[config.mk]
export PLATFORM = sky130hd
export DESIGN_NAME = binary_volume_centroid_flat
export DESIGN_NICKNAME = d
export VERILOG_FILES = /design/src/rtl/bvc_pkg.sv /design/src/rtl/bvc_voxel_if.sv /design/src/rtl/bvc_result_if.sv /design/src/rtl/bvc_cfg_if.sv /design/src/rtl/bvc_accum.sv /design/src/rtl/bvc_div.sv /design/src/rtl/binary_volume_centroid.sv /design/src/flat_wrapper.sv
export SDC_FILE = /design/constraint.sdc
export NUM_CORES = 1
export LEC_CHECK = 0
export CAP_MARGIN = 0
export CORE_MARGIN = 3
export CORE_UTILIZATION = 45
export CTS_BUF_LIST = sky130_fd_sc_hd__clkbuf_8
export DETAILED_ROUTE_END_ITERATION = 10
export DONT_BUFFER_PORTS = 1
export GPL_TIMING_DRIVEN = 1
export PLACE_DENSITY = 0.58
export SETUP_SLACK_MARGIN = 0.05
export SYNTH_ARGS = -nofsm -noshare
export SYNTH_HDL_FRONTEND = slang
export SYNTH_SLANG_ARGS = --single-unit
[constraint.sdc]
create_clock -name clk_i -period 7.6 [get_ports clk_i]
set_clock_uncertainty 0.2 [all_clocks]
set_input_delay 0.76 -clock clk_i [delete_from_list [all_inputs] [get_ports clk_i]]
set_output_delay 0.76 -clock clk_i [all_outputs]
set_load 0.005 [all_outputs]
[src/rtl/bvc_pkg.sv]
`default_nettype none
package bvc_pkg;

  localparam int MAX_DIM   = 1024;
  localparam int FRAC_BITS = 8;

  localparam int POS_W  = $clog2(MAX_DIM);
  localparam int REG_W  = 11;
  localparam int IDX_W  = 2;
  localparam int VOX_W  = 16;
  localparam int SUM_W  = 40;
  localparam int CNT_W  = 31;
  localparam int CEN_W  = 18;
  localparam int DVD_W  = SUM_W + FRAC_BITS;
  localparam int STEP_W = $clog2(DVD_W + 1);

  localparam logic [REG_W-1:0] SIZE_RESET = 11'd1024;

  // register indexes on the config channel
  localparam logic [IDX_W-1:0] REG_SIZE_X = 2'd0;
  localparam logic [IDX_W-1:0] REG_SIZE_Y = 2'd1;
  localparam logic [IDX_W-1:0] REG_SIZE_Z = 2'd2;

  typedef enum logic [1:0] {
    AXIS_X = 2'd0,
    AXIS_Y = 2'd1,
    AXIS_Z = 2'd2
  } axis_e;

  typedef enum logic [3:0] {
    ST_ACC       = 4'b0001,
    ST_DIV_START = 4'b0010,
    ST_DIV_WAIT  = 4'b0100,
    ST_HOLD      = 4'b1000
  } state_e;

  // last valid index of each axis
  typedef struct packed {
    logic [POS_W-1:0] last_x;
    logic [POS_W-1:0] last_y;
    logic [POS_W-1:0] last_z;
  } bvc_dims_t;

  typedef struct packed {
    logic busy;
    logic done;
  } bvc_div_stat_t;

  // size register to last index: zero acts as one, oversize clamps to MAX_DIM
  function automatic logic [POS_W-1:0] last_index(input logic [REG_W-1:0] v);
    logic [POS_W-1:0] r;
    if (v == '0) begin
      r = '0;
    end else if (int'(v) > MAX_DIM) begin
      r = POS_W'(MAX_DIM - 1);
    end else begin
      r = POS_W'(v - 1'b1);
    end
    return r;
  endfunction

endpackage
`default_nettype wire

[src/rtl/bvc_voxel_if.sv]
`default_nettype none
interface bvc_voxel_if
  import bvc_pkg::*;
();
  logic                    valid;
  logic                    ready;
  logic signed [VOX_W-1:0] voxel_value;

  modport source (output valid, output voxel_value, input ready);
  modport sink   (input valid, input voxel_value, output ready);
endinterface
`default_nettype wire

[src/rtl/bvc_result_if.sv]
`default_nettype none
interface bvc_result_if
  import bvc_pkg::*;
();
  logic             valid;
  logic             ready;
  logic [CEN_W-1:0] centroid_x;
  logic [CEN_W-1:0] centroid_y;
  logic [CEN_W-1:0] centroid_z;
  logic [CNT_W-1:0] object_count;
  logic             empty_volume;

  modport source (output valid, output centroid_x, output centroid_y, output centroid_z,
                  output object_count, output empty_volume, input ready);
  modport sink   (input valid, input centroid_x, input centroid_y, input centroid_z,
                  input object_count, input empty_volume, output ready);
endinterface
`default_nettype wire

[src/rtl/bvc_cfg_if.sv]
`default_nettype none
interface bvc_cfg_if
  import bvc_pkg::*;
();
  logic             valid;
  logic             ready;
  logic [IDX_W-1:0] index;
  logic [REG_W-1:0] data;

  modport source (output valid, output index, output data, input ready);
  modport sink   (input valid, input index, input data, output ready);
endinterface
`default_nettype wire

[src/rtl/bvc_accum.sv]
`default_nettype none
module bvc_accum
  import bvc_pkg::*;
(
  input  wire logic             clk_i,
  input  wire logic             rst_ni,
  input  wire logic             step_i,
  input  wire logic             object_i,
  input  wire bvc_dims_t        dims_i,
  output logic                  last_o,
  output logic      [SUM_W-1:0] sum_x_o,
  output logic      [SUM_W-1:0] sum_y_o,
  output logic      [SUM_W-1:0] sum_z_o,
  output logic      [CNT_W-1:0] count_o
);

  logic [POS_W-1:0] pos_x_q, pos_x_d, pos_y_q, pos_y_d, pos_z_q, pos_z_d;
  logic [SUM_W-1:0] sum_x_q, sum_x_d, sum_y_q, sum_y_d, sum_z_q, sum_z_d;
  logic [CNT_W-1:0] cnt_q, cnt_d;
  logic             end_x, end_y, end_z;

  // running totals including the current word
  always_comb begin
    sum_x_o = sum_x_q + (object_i ? SUM_W'(pos_x_q) : '0);
    sum_y_o = sum_y_q + (object_i ? SUM_W'(pos_y_q) : '0);
    sum_z_o = sum_z_q + (object_i ? SUM_W'(pos_z_q) : '0);
    count_o = cnt_q + CNT_W'(object_i);
  end

  // at-or-beyond counts as end, so a shrunk size mid-volume still wraps
  assign end_x  = pos_x_q >= dims_i.last_x;
  assign end_y  = pos_y_q >= dims_i.last_y;
  assign end_z  = pos_z_q >= dims_i.last_z;
  assign last_o = end_x && end_y && end_z;

  always_comb begin
    pos_x_d = pos_x_q;
    pos_y_d = pos_y_q;
    pos_z_d = pos_z_q;
    sum_x_d = sum_x_q;
    sum_y_d = sum_y_q;
    sum_z_d = sum_z_q;
    cnt_d   = cnt_q;
    if (step_i) begin
      if (last_o) begin
        pos_x_d = '0;
        pos_y_d = '0;
        pos_z_d = '0;
        sum_x_d = '0;
        sum_y_d = '0;
        sum_z_d = '0;
        cnt_d   = '0;
      end else begin
        sum_x_d = sum_x_o;
        sum_y_d = sum_y_o;
        sum_z_d = sum_z_o;
        cnt_d   = count_o;
        if (!end_x) begin
          pos_x_d = pos_x_q + 1'b1;
        end else begin
          pos_x_d = '0;
          if (!end_y) begin
            pos_y_d = pos_y_q + 1'b1;
          end else begin
            pos_y_d = '0;
            pos_z_d = pos_z_q + 1'b1;
          end
        end
      end
    end
  end

  always_ff @(posedge clk_i or negedge rst_ni) begin
    if (!rst_ni) begin
      pos_x_q <= '0;
      pos_y_q <= '0;
      pos_z_q <= '0;
      sum_x_q <= '0;
      sum_y_q <= '0;
      sum_z_q <= '0;
      cnt_q   <= '0;
    end else begin
      pos_x_q <= pos_x_d;
      pos_y_q <= pos_y_d;
      pos_z_q <= pos_z_d;
      sum_x_q <= sum_x_d;
      sum_y_q <= sum_y_d;
      sum_z_q <= sum_z_d;
      cnt_q   <= cnt_d;
    end
  end

endmodule
`default_nettype wire

[src/rtl/bvc_div.sv]
`default_nettype none
// Restoring divider, one quotient bit per cycle. Quotient saturates to CEN_W bits.
module bvc_div
  import bvc_pkg::*;
(
  input  wire logic             clk_i,
  input  wire logic             rst_ni,
  input  wire logic             start_i,
  input  wire logic [DVD_W-1:0] dividend_i,
  input  wire logic [CNT_W-1:0] divisor_i,   // held stable while busy
  output logic      [CEN_W-1:0] quotient_o,
  output bvc_div_stat_t         stat_o
);

  logic              busy_q, busy_d, done_q, done_d;
  logic [STEP_W-1:0] step_q, step_d;
  logic [DVD_W-1:0]  dvd_q, dvd_d;
  logic [CNT_W-1:0]  rem_q, rem_d;
  logic [CEN_W-1:0]  quo_q, quo_d;
  logic              ovf_q, ovf_d;
  logic [CNT_W:0]    rem_sh, rem_sub;
  logic              fits;

  always_comb begin
    rem_sh  = {rem_q, dvd_q[DVD_W-1]};
    rem_sub = rem_sh - {1'b0, divisor_i};
    fits    = rem_sh >= {1'b0, divisor_i};
  end

  always_comb begin
    busy_d = busy_q;
    done_d = 1'b0;
    step_d = step_q;
    dvd_d  = dvd_q;
    rem_d  = rem_q;
    quo_d  = quo_q;
    ovf_d  = ovf_q;
    if (start_i && !busy_q) begin
      busy_d = 1'b1;
      step_d = STEP_W'(DVD_W);
      dvd_d  = dividend_i;
      rem_d  = '0;
      quo_d  = '0;
      ovf_d  = 1'b0;
    end else if (busy_q) begin
      dvd_d  = {dvd_q[DVD_W-2:0], 1'b0};
      rem_d  = fits ? rem_sub[CNT_W-1:0] : rem_sh[CNT_W-1:0];
      quo_d  = {quo_q[CEN_W-2:0], fits};
      ovf_d  = ovf_q | quo_q[CEN_W-1];
      step_d = step_q - 1'b1;
      if (step_q == STEP_W'(1)) begin
        busy_d = 1'b0;
        done_d = 1'b1;
      end
    end
  end

  always_ff @(posedge clk_i or negedge rst_ni) begin
    if (!rst_ni) begin
      busy_q <= 1'b0;
      done_q <= 1'b0;
      step_q <= '0;
    end else begin
      busy_q <= busy_d;
      done_q <= done_d;
      step_q <= step_d;
    end
  end

  always_ff @(posedge clk_i) begin
    dvd_q <= dvd_d;
    rem_q <= rem_d;
    quo_q <= quo_d;
    ovf_q <= ovf_d;
  end

  assign quotient_o  = ovf_q ? '1 : quo_q;
  assign stat_o.busy = busy_q;
  assign stat_o.done = done_q;

endmodule
`default_nettype wire

[src/rtl/binary_volume_centroid.sv]
// Binary volume centroid.
// voxel_i  : one signed 16-bit voxel per word, raster order (x fastest, then y, z).
//            Taken one word per cycle while the block accumulates; ready drops
//            from the last voxel of a volume until its result is registered.
// result_o : one word per volume: x/y/z centroid (8 fraction bits, truncated,
//            saturated), object count and an empty flag (centroids zero).
// cfg_i    : size_x/size_y/size_z at indexes 0..2, always ready; write only
//            while idle. Zero acts as one, oversize clamps to MAX_DIM.
// Sequencing: after the last voxel one shared serial divider runs three times,
//   once per axis on a DVD_W (48)-bit dividend; an empty volume skips the
//   divides and goes straight to the hold state ahead of the output register.
//   The next volume starts once the result sits in the output register.
// Stall: while a result waits, voxels keep flowing; a finished division that
//   finds the output register still full holds (ready low) until it drains.
// Reset: positions, sums and counts clear, sizes return to 1024, no result.
`default_nettype none
module binary_volume_centroid
  import bvc_pkg::*;
(
  input  wire logic  clk_i,
  input  wire logic  rst_ni,
  bvc_cfg_if.sink    cfg_i,
  bvc_voxel_if.sink  voxel_i,
  bvc_result_if.source result_o
);

  // config registers
  logic [REG_W-1:0] size_x_q, size_y_q, size_z_q;
  bvc_dims_t        dims;

  assign cfg_i.ready = 1'b1;

  always_ff @(posedge clk_i or negedge rst_ni) begin
    if (!rst_ni) begin
      size_x_q <= SIZE_RESET;
      size_y_q <= SIZE_RESET;
      size_z_q <= SIZE_RESET;
    end else if (cfg_i.valid) begin
      case (cfg_i.index)
        REG_SIZE_X: size_x_q <= cfg_i.data;
        REG_SIZE_Y: size_y_q <= cfg_i.data;
        REG_SIZE_Z: size_z_q <= cfg_i.data;
        default: ; // unmapped index, dropped
      endcase
    end
  end

  always_comb begin
    dims.last_x = last_index(size_x_q);
    dims.last_y = last_index(size_y_q);
    dims.last_z = last_index(size_z_q);
  end

  // accumulation
  state_e           state_q, state_d;
  logic             accept, last;
  logic [SUM_W-1:0] acc_x, acc_y, acc_z;
  logic [CNT_W-1:0] acc_cnt;

  assign voxel_i.ready = (state_q == ST_ACC);
  assign accept        = voxel_i.valid && voxel_i.ready;

  bvc_accum u_accum (
    .clk_i    (clk_i),
    .rst_ni   (rst_ni),
    .step_i   (accept),
    .object_i (voxel_i.voxel_value != '0),
    .dims_i   (dims),
    .last_o   (last),
    .sum_x_o  (acc_x),
    .sum_y_o  (acc_y),
    .sum_z_o  (acc_z),
    .count_o  (acc_cnt)
  );

  // snapshot of the finished volume, operands for the divider
  logic [SUM_W-1:0] op_x_q, op_y_q, op_z_q;
  logic [CNT_W-1:0] cnt_q;
  logic [CEN_W-1:0] cen_x_q, cen_y_q, cen_z_q;
  axis_e            axis_q, axis_d;
  logic [SUM_W-1:0] op_sel;
  logic             div_start;
  logic [CEN_W-1:0] div_quo;
  bvc_div_stat_t    div_stat;

  always_comb begin
    case (axis_q)
      AXIS_X:  op_sel = op_x_q;
      AXIS_Y:  op_sel = op_y_q;
      AXIS_Z:  op_sel = op_z_q;
      default: op_sel = '0;
    endcase
  end

  bvc_div u_div (
    .clk_i      (clk_i),
    .rst_ni     (rst_ni),
    .start_i    (div_start),
    .dividend_i (DVD_W'(op_sel) << FRAC_BITS),
    .divisor_i  (cnt_q),
    .quotient_o (div_quo),
    .stat_o     (div_stat)
  );

  // output register
  logic out_valid_q, out_valid_d, out_load;

  // sequencer
  always_comb begin
    state_d     = state_q;
    axis_d      = axis_q;
    div_start   = 1'b0;
    out_load    = 1'b0;
    out_valid_d = out_valid_q && !result_o.ready;
    case (state_q)
      ST_ACC: begin
        if (accept && last) begin
          axis_d  = AXIS_X;
          state_d = (acc_cnt == '0) ? ST_HOLD : ST_DIV_START;
        end
      end
      ST_DIV_START: begin
        div_start = 1'b1;
        state_d   = ST_DIV_WAIT;
      end
      ST_DIV_WAIT: begin
        if (div_stat.done) begin
          case (axis_q)
            AXIS_X: begin
              axis_d  = AXIS_Y;
              state_d = ST_DIV_START;
            end
            AXIS_Y: begin
              axis_d  = AXIS_Z;
              state_d = ST_DIV_START;
            end
            default: state_d = ST_HOLD;
          endcase
        end
      end
      ST_HOLD: begin
        if (!out_valid_q || result_o.ready) begin
          out_load    = 1'b1;
          out_valid_d = 1'b1;
          state_d     = ST_ACC;
        end
      end
      default: state_d = ST_ACC;
    endcase
  end

  always_ff @(posedge clk_i or negedge rst_ni) begin
    if (!rst_ni) begin
      state_q     <= ST_ACC;
      axis_q      <= AXIS_X;
      out_valid_q <= 1'b0;
    end else begin
      state_q     <= state_d;
      axis_q      <= axis_d;
      out_valid_q <= out_valid_d;
    end
  end

  // payload registers
  logic [CEN_W-1:0] res_x_q, res_y_q, res_z_q;
  logic [CNT_W-1:0] res_cnt_q;
  logic             res_empty_q;
  logic             empty;

  assign empty = (cnt_q == '0);

  always_ff @(posedge clk_i) begin
    if (accept && last) begin
      op_x_q <= acc_x;
      op_y_q <= acc_y;
      op_z_q <= acc_z;
      cnt_q  <= acc_cnt;
    end
    if (state_q == ST_DIV_WAIT && div_stat.done) begin
      case (axis_q)
        AXIS_X:  cen_x_q <= div_quo;
        AXIS_Y:  cen_y_q <= div_quo;
        default: cen_z_q <= div_quo;
      endcase
    end
    if (out_load) begin
      res_x_q     <= empty ? '0 : cen_x_q;
      res_y_q     <= empty ? '0 : cen_y_q;
      res_z_q     <= empty ? '0 : cen_z_q;
      res_cnt_q   <= cnt_q;
      res_empty_q <= empty;
    end
  end

  assign result_o.valid        = out_valid_q;
  assign result_o.centroid_x   = res_x_q;
  assign result_o.centroid_y   = res_y_q;
  assign result_o.centroid_z   = res_z_q;
  assign result_o.object_count = res_cnt_q;
  assign result_o.empty_volume = res_empty_q;

endmodule
`default_nettype wire

[src/flat_wrapper.sv]
// flat-port wrapper written by rule: the top's interface ports become plain ports
module binary_volume_centroid_flat import bvc_pkg::*;
  (clk_i, rst_ni, cfg_i_valid, cfg_i_index, cfg_i_data, cfg_i_ready, voxel_i_valid, voxel_i_voxel_value, voxel_i_ready, result_o_valid, result_o_centroid_x, result_o_centroid_y, result_o_centroid_z, result_o_object_count, result_o_empty_volume, result_o_ready);
  bvc_cfg_if cfg_i_i ();
  bvc_voxel_if voxel_i_i ();
  bvc_result_if result_o_i ();
  input  wire logic clk_i;
  input  wire logic rst_ni;
  input wire logic [$bits(cfg_i_i.valid)-1:0] cfg_i_valid;
  input wire logic [$bits(cfg_i_i.index)-1:0] cfg_i_index;
  input wire logic [$bits(cfg_i_i.data)-1:0] cfg_i_data;
  output wire logic [$bits(cfg_i_i.ready)-1:0] cfg_i_ready;
  input wire logic [$bits(voxel_i_i.valid)-1:0] voxel_i_valid;
  input wire logic [$bits(voxel_i_i.voxel_value)-1:0] voxel_i_voxel_value;
  output wire logic [$bits(voxel_i_i.ready)-1:0] voxel_i_ready;
  output wire logic [$bits(result_o_i.valid)-1:0] result_o_valid;
  output wire logic [$bits(result_o_i.centroid_x)-1:0] result_o_centroid_x;
  output wire logic [$bits(result_o_i.centroid_y)-1:0] result_o_centroid_y;
  output wire logic [$bits(result_o_i.centroid_z)-1:0] result_o_centroid_z;
  output wire logic [$bits(result_o_i.object_count)-1:0] result_o_object_count;
  output wire logic [$bits(result_o_i.empty_volume)-1:0] result_o_empty_volume;
  input wire logic [$bits(result_o_i.ready)-1:0] result_o_ready;
  assign cfg_i_i.valid = cfg_i_valid;
  assign cfg_i_i.index = cfg_i_index;
  assign cfg_i_i.data = cfg_i_data;
  assign cfg_i_ready = cfg_i_i.ready;
  assign voxel_i_i.valid = voxel_i_valid;
  assign voxel_i_i.voxel_value = voxel_i_voxel_value;
  assign voxel_i_ready = voxel_i_i.ready;
  assign result_o_valid = result_o_i.valid;
  assign result_o_centroid_x = result_o_i.centroid_x;
  assign result_o_centroid_y = result_o_i.centroid_y;
  assign result_o_centroid_z = result_o_i.centroid_z;
  assign result_o_object_count = result_o_i.object_count;
  assign result_o_empty_volume = result_o_i.empty_volume;
  assign result_o_i.ready = result_o_ready;
  binary_volume_centroid u_core (.clk_i(clk_i), .rst_ni(rst_ni), .cfg_i(cfg_i_i), .voxel_i(voxel_i_i), .result_o(result_o_i));
endmodule
==> impl_table.tex <==
\begin{tabular}{lr}
\hline
Metric & Value \\
\hline
\multicolumn{2}{l}{\textbf{Clocking}} \\
\quad Number of buffers inserted during clock tree synthesis & 106 \\
\quad Maximum level of the CTS H-tree & 3 \\
\quad Root Buffer & clkbuf\_8 \\
\quad Clk\_lat worst skew & 0.73 ns \\
\quad Clock tree from TritonCTS & done \\
\quad Clock Path Buffers & 3 \\
\quad Clock Sinks & 610 \\
\quad Quantity of gates resized following cts & 0 \\
\quad Clock-pin slew on the worst setup and hold paths & 0.06 ns \\
\multicolumn{2}{l}{\textbf{Routing}} \\
\quad Number of remaining DRC errors & 0 \\
\quad Post-detailed-route count of antenna-violating nets & 0 \\
\quad Average wire per standard cell & 19.1 um \\
\quad Via total after detailed routing & 22400 \\
\quad Detailed-route vias per instance & 5.71 \\
\quad Number of detailed-route iterations in the first pass & 8 \\
\quad Final wirelength & 75.1 mm \\
\quad Iteration-0 DRC count of the detailed router & 1701 \\
\multicolumn{2}{l}{\textbf{Synth}} \\
\quad Sequential element share of the synthesized area & 0.536 \\
\quad Synthesized area per cell & 10.5 um\^{}2 \\
\quad Synthesized flop and latch total & 610 \\
\quad Number of warning messages in the yosys log & 0 \\
\quad Total nets after synthesis & 3089 \\
\quad Post-synthesis async set-or-reset flop share & 0.375 \\
\quad Post-Syn Area & 31100 um\^{}2 \\
\quad Number of distinct library cell variants in the gate-level netlist after synthesis & 94 \\
\quad Post-Syn Instances & 2950 \\
\quad Post-synth EDFFs & 331 \\
\quad Dominant synthesized flop cell & edfxtp\_1 \\
\multicolumn{2}{l}{\textbf{STA}} \\
\quad Worst slew margin relative to its limit & 0.238 \\
\quad TNS Setup & 0 ns \\
\quad Fin. max-slew vios & 0 \\
\quad Time the worst path needs with I/O delays and setup & 5.77 ns \\
\quad Worst hold-check slack & 0.110 ns \\
\quad Setup violators final & 0 \\
\quad Worst slew pin tran & 1.14 ns \\
\quad F\_max & 0.173 GHz \\
\quad Hold violation count in the final report & 0 \\
\quad Worst Slack Setup Final & 1.83 ns \\
\quad RSZ-0062 raised after global routing & no \\
\quad Final worst path period share & 0.759 \\
\multicolumn{2}{l}{\textbf{Cells and area}} \\
\quad Most frequent cells in the layout & 336 x nand2\_1, 331 x edfxtp\_1, 260 x o21ai\_0 \\
\quad \# fillers & 6062 \\
\quad Area added between synthesis and finish & 9.83\% \\
\quad Total area of multi-input combinational cells & 13600 um\^{}2 \\
\quad Number of standard cells in the layout, taps in and fillers out & 3926 \\
\quad Final cell area excluding filler cells & 34200 um\^{}2 \\
\quad Most frequent standard cell in the layout excluding fill and tap cells & nand2\_1 \\
\quad Share of cells above drive strength 1 & 0.0954 \\
\quad Number of nets in the layout & 3097 \\
\quad Combined flip-flop and latch cell area & 16700 um\^{}2 \\
\quad Core occupancy in the finished layout & 0.504 \\
\multicolumn{2}{l}{\textbf{Global route}} \\
\quad Global route total overflow & 0 \\
\quad Largest net degree at the start of global routing & 230 \\
\quad Overall global routing resource usage & 0.209 \\
\quad Number of global-route vias before repair & 22200 \\
\quad First-pass GRT wire length & 121 mm \\
\quad Antenna violations before repair & 3 \\
\multicolumn{2}{l}{\textbf{Critical path}} \\
\quad Type of the worst setup path & flop to flop \\
\quad Data required, critical path & 7.73 ns \\
\quad Library cell contributing the largest single delay on the critical path & inv\_6 \\
\quad Worst-path maximum fanout & 71 \\
\quad Crit path largest cell delay & 0.62 ns \\
\quad Worst setup SP type & flop \\
\quad Cell occurring most often along the worst timing path & nand2\_1 \\
\quad Critical path endpoint category & flop \\
\quad Cell Chain, Critical Path & inv\_1 -> ha\_1 -> nand2\_1 -> nor3\_1 -> nand2\_1 -> or3\_1 -> or2\_1 -> a222oi\_1 -> ha\_1 -> a211oi\_1 -> o211ai\_1 -> a211o\_1 -> and2\_1 -> nand2\_1 -> inv\_6 -> buf\_4 \\
\quad Crit path arrival time & 5.90 ns \\
\quad Number of cell instances on the worst register-to-register path & 16 \\
\multicolumn{2}{l}{\textbf{Power and ir drop}} \\
\quad Switching power & 1.84 mW \\
\quad Areal power density over the cells & 209 nW/um\^{}2 \\
\quad Total leakage power & 13.9 nW \\
\quad Cell internal power dissipation & 5.31 mW \\
\quad Power share of the clock group & 0.405 \\
\quad Relative contribution of sequential cells to total power & 0.517 \\
\quad Proportion of power drawn by combinational gates & 0.078 \\
\quad Sw Share & 0.257 \\
\quad Worst vdd ir & 0.149 mV \\
\quad Overall Power & 7.15 mW \\
\multicolumn{2}{l}{\textbf{Die}} \\
\quad Core area & 67800 um\^{}2 \\
\quad Die area & 72300 um\^{}2 \\
\quad Overall die height & 269 um \\
\quad Number of core rows & 95 \\
\quad Effective utilization at floorplan & 0.459 \\
\quad Count of pins on the block boundary & 123 \\
\quad Die outline width & 269 um \\
\multicolumn{2}{l}{\textbf{Placement}} \\
\quad Routability congestion estimate from global placement & 0.866 \\
\quad Placed Cells & 3709 \\
\quad Number of port buffers & 0 \\
\quad Cell Area, Placed & 31900 um\^{}2 \\
\quad Sum of net half-perimeters after detailed placement & 48.7 mm \\
\quad Worst setup slack after placement & 1.91 ns \\
\multicolumn{2}{l}{\textbf{Run}} \\
\quad Max cap viols & 0 \\
\multicolumn{2}{l}{\textbf{Hold path}} \\
\quad Worst min-delay path category & input port to flop \\
\quad Hold Path Stages & 2 \\
\multicolumn{2}{l}{\textbf{Outcome}} \\
\quad Outcome & completed \\
\hline
\end{tabular}
-- critical path, delay by kind of cell (launching register included) --
kind,cells,cell delay [ns]
AOI/OAI and AO/OA,4,0.81
adders and majority gates,2,0.44
buffers and inverters,3,1.19
and+or+nand+nor,7,2.26
DFF,1,0.39
-- path summary, 6_finish.rpt --
path | startpoint | end | slack (ns)
max | u_core.size_x_q[0] | u_core.op_y_q[28] | 1.83
min | result_o_ready | u_core.result_o.valid | 0.11
max reg2reg | u_core.size_x_q[0] | u_core.op_y_q[28] | 1.83
min reg2reg | u_core.u_div.step_q[5] | u_core.u_div.step_q[5] | 0.25
max in group asynchronous | rst_ni | u_core.u_accum.sum_y_q[17] | 5.56
min in group asynchronous | rst_ni | u_core.u_accum.sum_y_q[6] | 0.45
-- power groups by stage --
stage | sequential [mW] | clock [mW] | combinational [mW]
6_report | 3.70 | 2.90 | 0.561
5_1_grt | 3.71 | 3.16 | 0.642
4_1_cts | 3.69 | 2.99 | 0.562
3_5_place_dp | 3.76 | 0 | 0.519
3_3_place_gp | 3.75 | 0 | 0.505
2_1_floorplan | 3.70 | 0 | 0.432
-- synth_stat cells (all sizes together), types with 42 or more instances --
cell type | instances | area, um^2
dfrtp | 225 | 5630
nor2 | 160 | 603
nor2b | 71 | 444
and2 | 45 | 282
nand2 | 338 | 1270
xnor2 | 125 | 1090
xor2 | 70 | 613
inv | 103 | 387
mux2i | 52 | 521
edfxtp | 331 | 9940
clkbuf | 112 | 420
ha | 101 | 1260
and3 | 42 | 263
a21oi | 179 | 896
o21ai | 269 | 1350
dfxtp | 50 | 1000
mux2 | 46 | 522
a21o | 51 | 383
nand3 | 68 | 340
-- layer usage --
layer | up-vias | part of all wire | wire length (um) | GRT usage
li1 | 10700 | - | - | -
met2 | 593 | 0.48 | 36100 | 0.348
met5 | - | 0.00017 | 13 | 0
met4 | 2 | 0.025 | 1850 | 0.0715
met3 | 135 | 0.051 | 3830 | 0.0349
met1 | 11000 | 0.44 | 33300 | 0.278
-- flip-flops by register name (all words and copies together) (netlist names), 11 cells and up --
name,flops
u_core.cen_z_q,18
u_core.u_accum.sum_x_q,40
u_core.cen_y_q,18
u_core.op_x_q,40
u_core.op_y_q,40
u_core.u_div.dvd_q,40
u_core.u_accum.cnt_q,31
u_core.u_accum.sum_z_q,40
u_core.size_x_q,11
u_core.u_div.quo_q,18
u_core.u_accum.sum_y_q,40
u_core.op_z_q,40
u_core.size_y_q,11
u_core.result_o.centroid_x,18
u_core.cnt_q,31
u_core.result_o.centroid_z,18
u_core.u_div.rem_q,31
u_core.result_o.object_count,31
u_core.size_z_q,11
u_core.result_o.centroid_y,18
u_core.cen_x_q,18
-- cell families (layout without fill, tap and decap cells) --
group | Yosys count | in the layout | synth area share
AOI/OAI and AO/OA | 723 | 723 | 0.144
buffers and inverters | 243 | 344 | 0.0301
other | 1 | 3 | 0.000121
and+or+nand+nor | 974 | 974 | 0.158
adders and majority gates | 106 | 106 | 0.0435
muxes | 98 | 98 | 0.0335
xor gates and xnor gates | 195 | 195 | 0.0549
DFF | 610 | 610 | 0.536
-- cell type report --
| class | count | share of cell area |
|---|---|---|
| diodes | 2 | 0.000147 |
| clock buffers | 122 | 0.0492 |
| clock inverters | 79 | 0.0114 |
| inverters | 104 | 0.0116 |
| multi-input cells | 2097 | 0.397 |
| flip-flops and latches | 610 | 0.488 |
| well taps | 873 | 0.0320 |
| repair buffers | 39 | 0.0106 |
-- timing repair --
action | 4_1_cts | 5_1_grt
hold buffers | 12 | 1
hold endpoints to repair | 262 | 112
buffers inserted | 0 | 0
No activity file was read; power rests on OpenSTA's default activity.
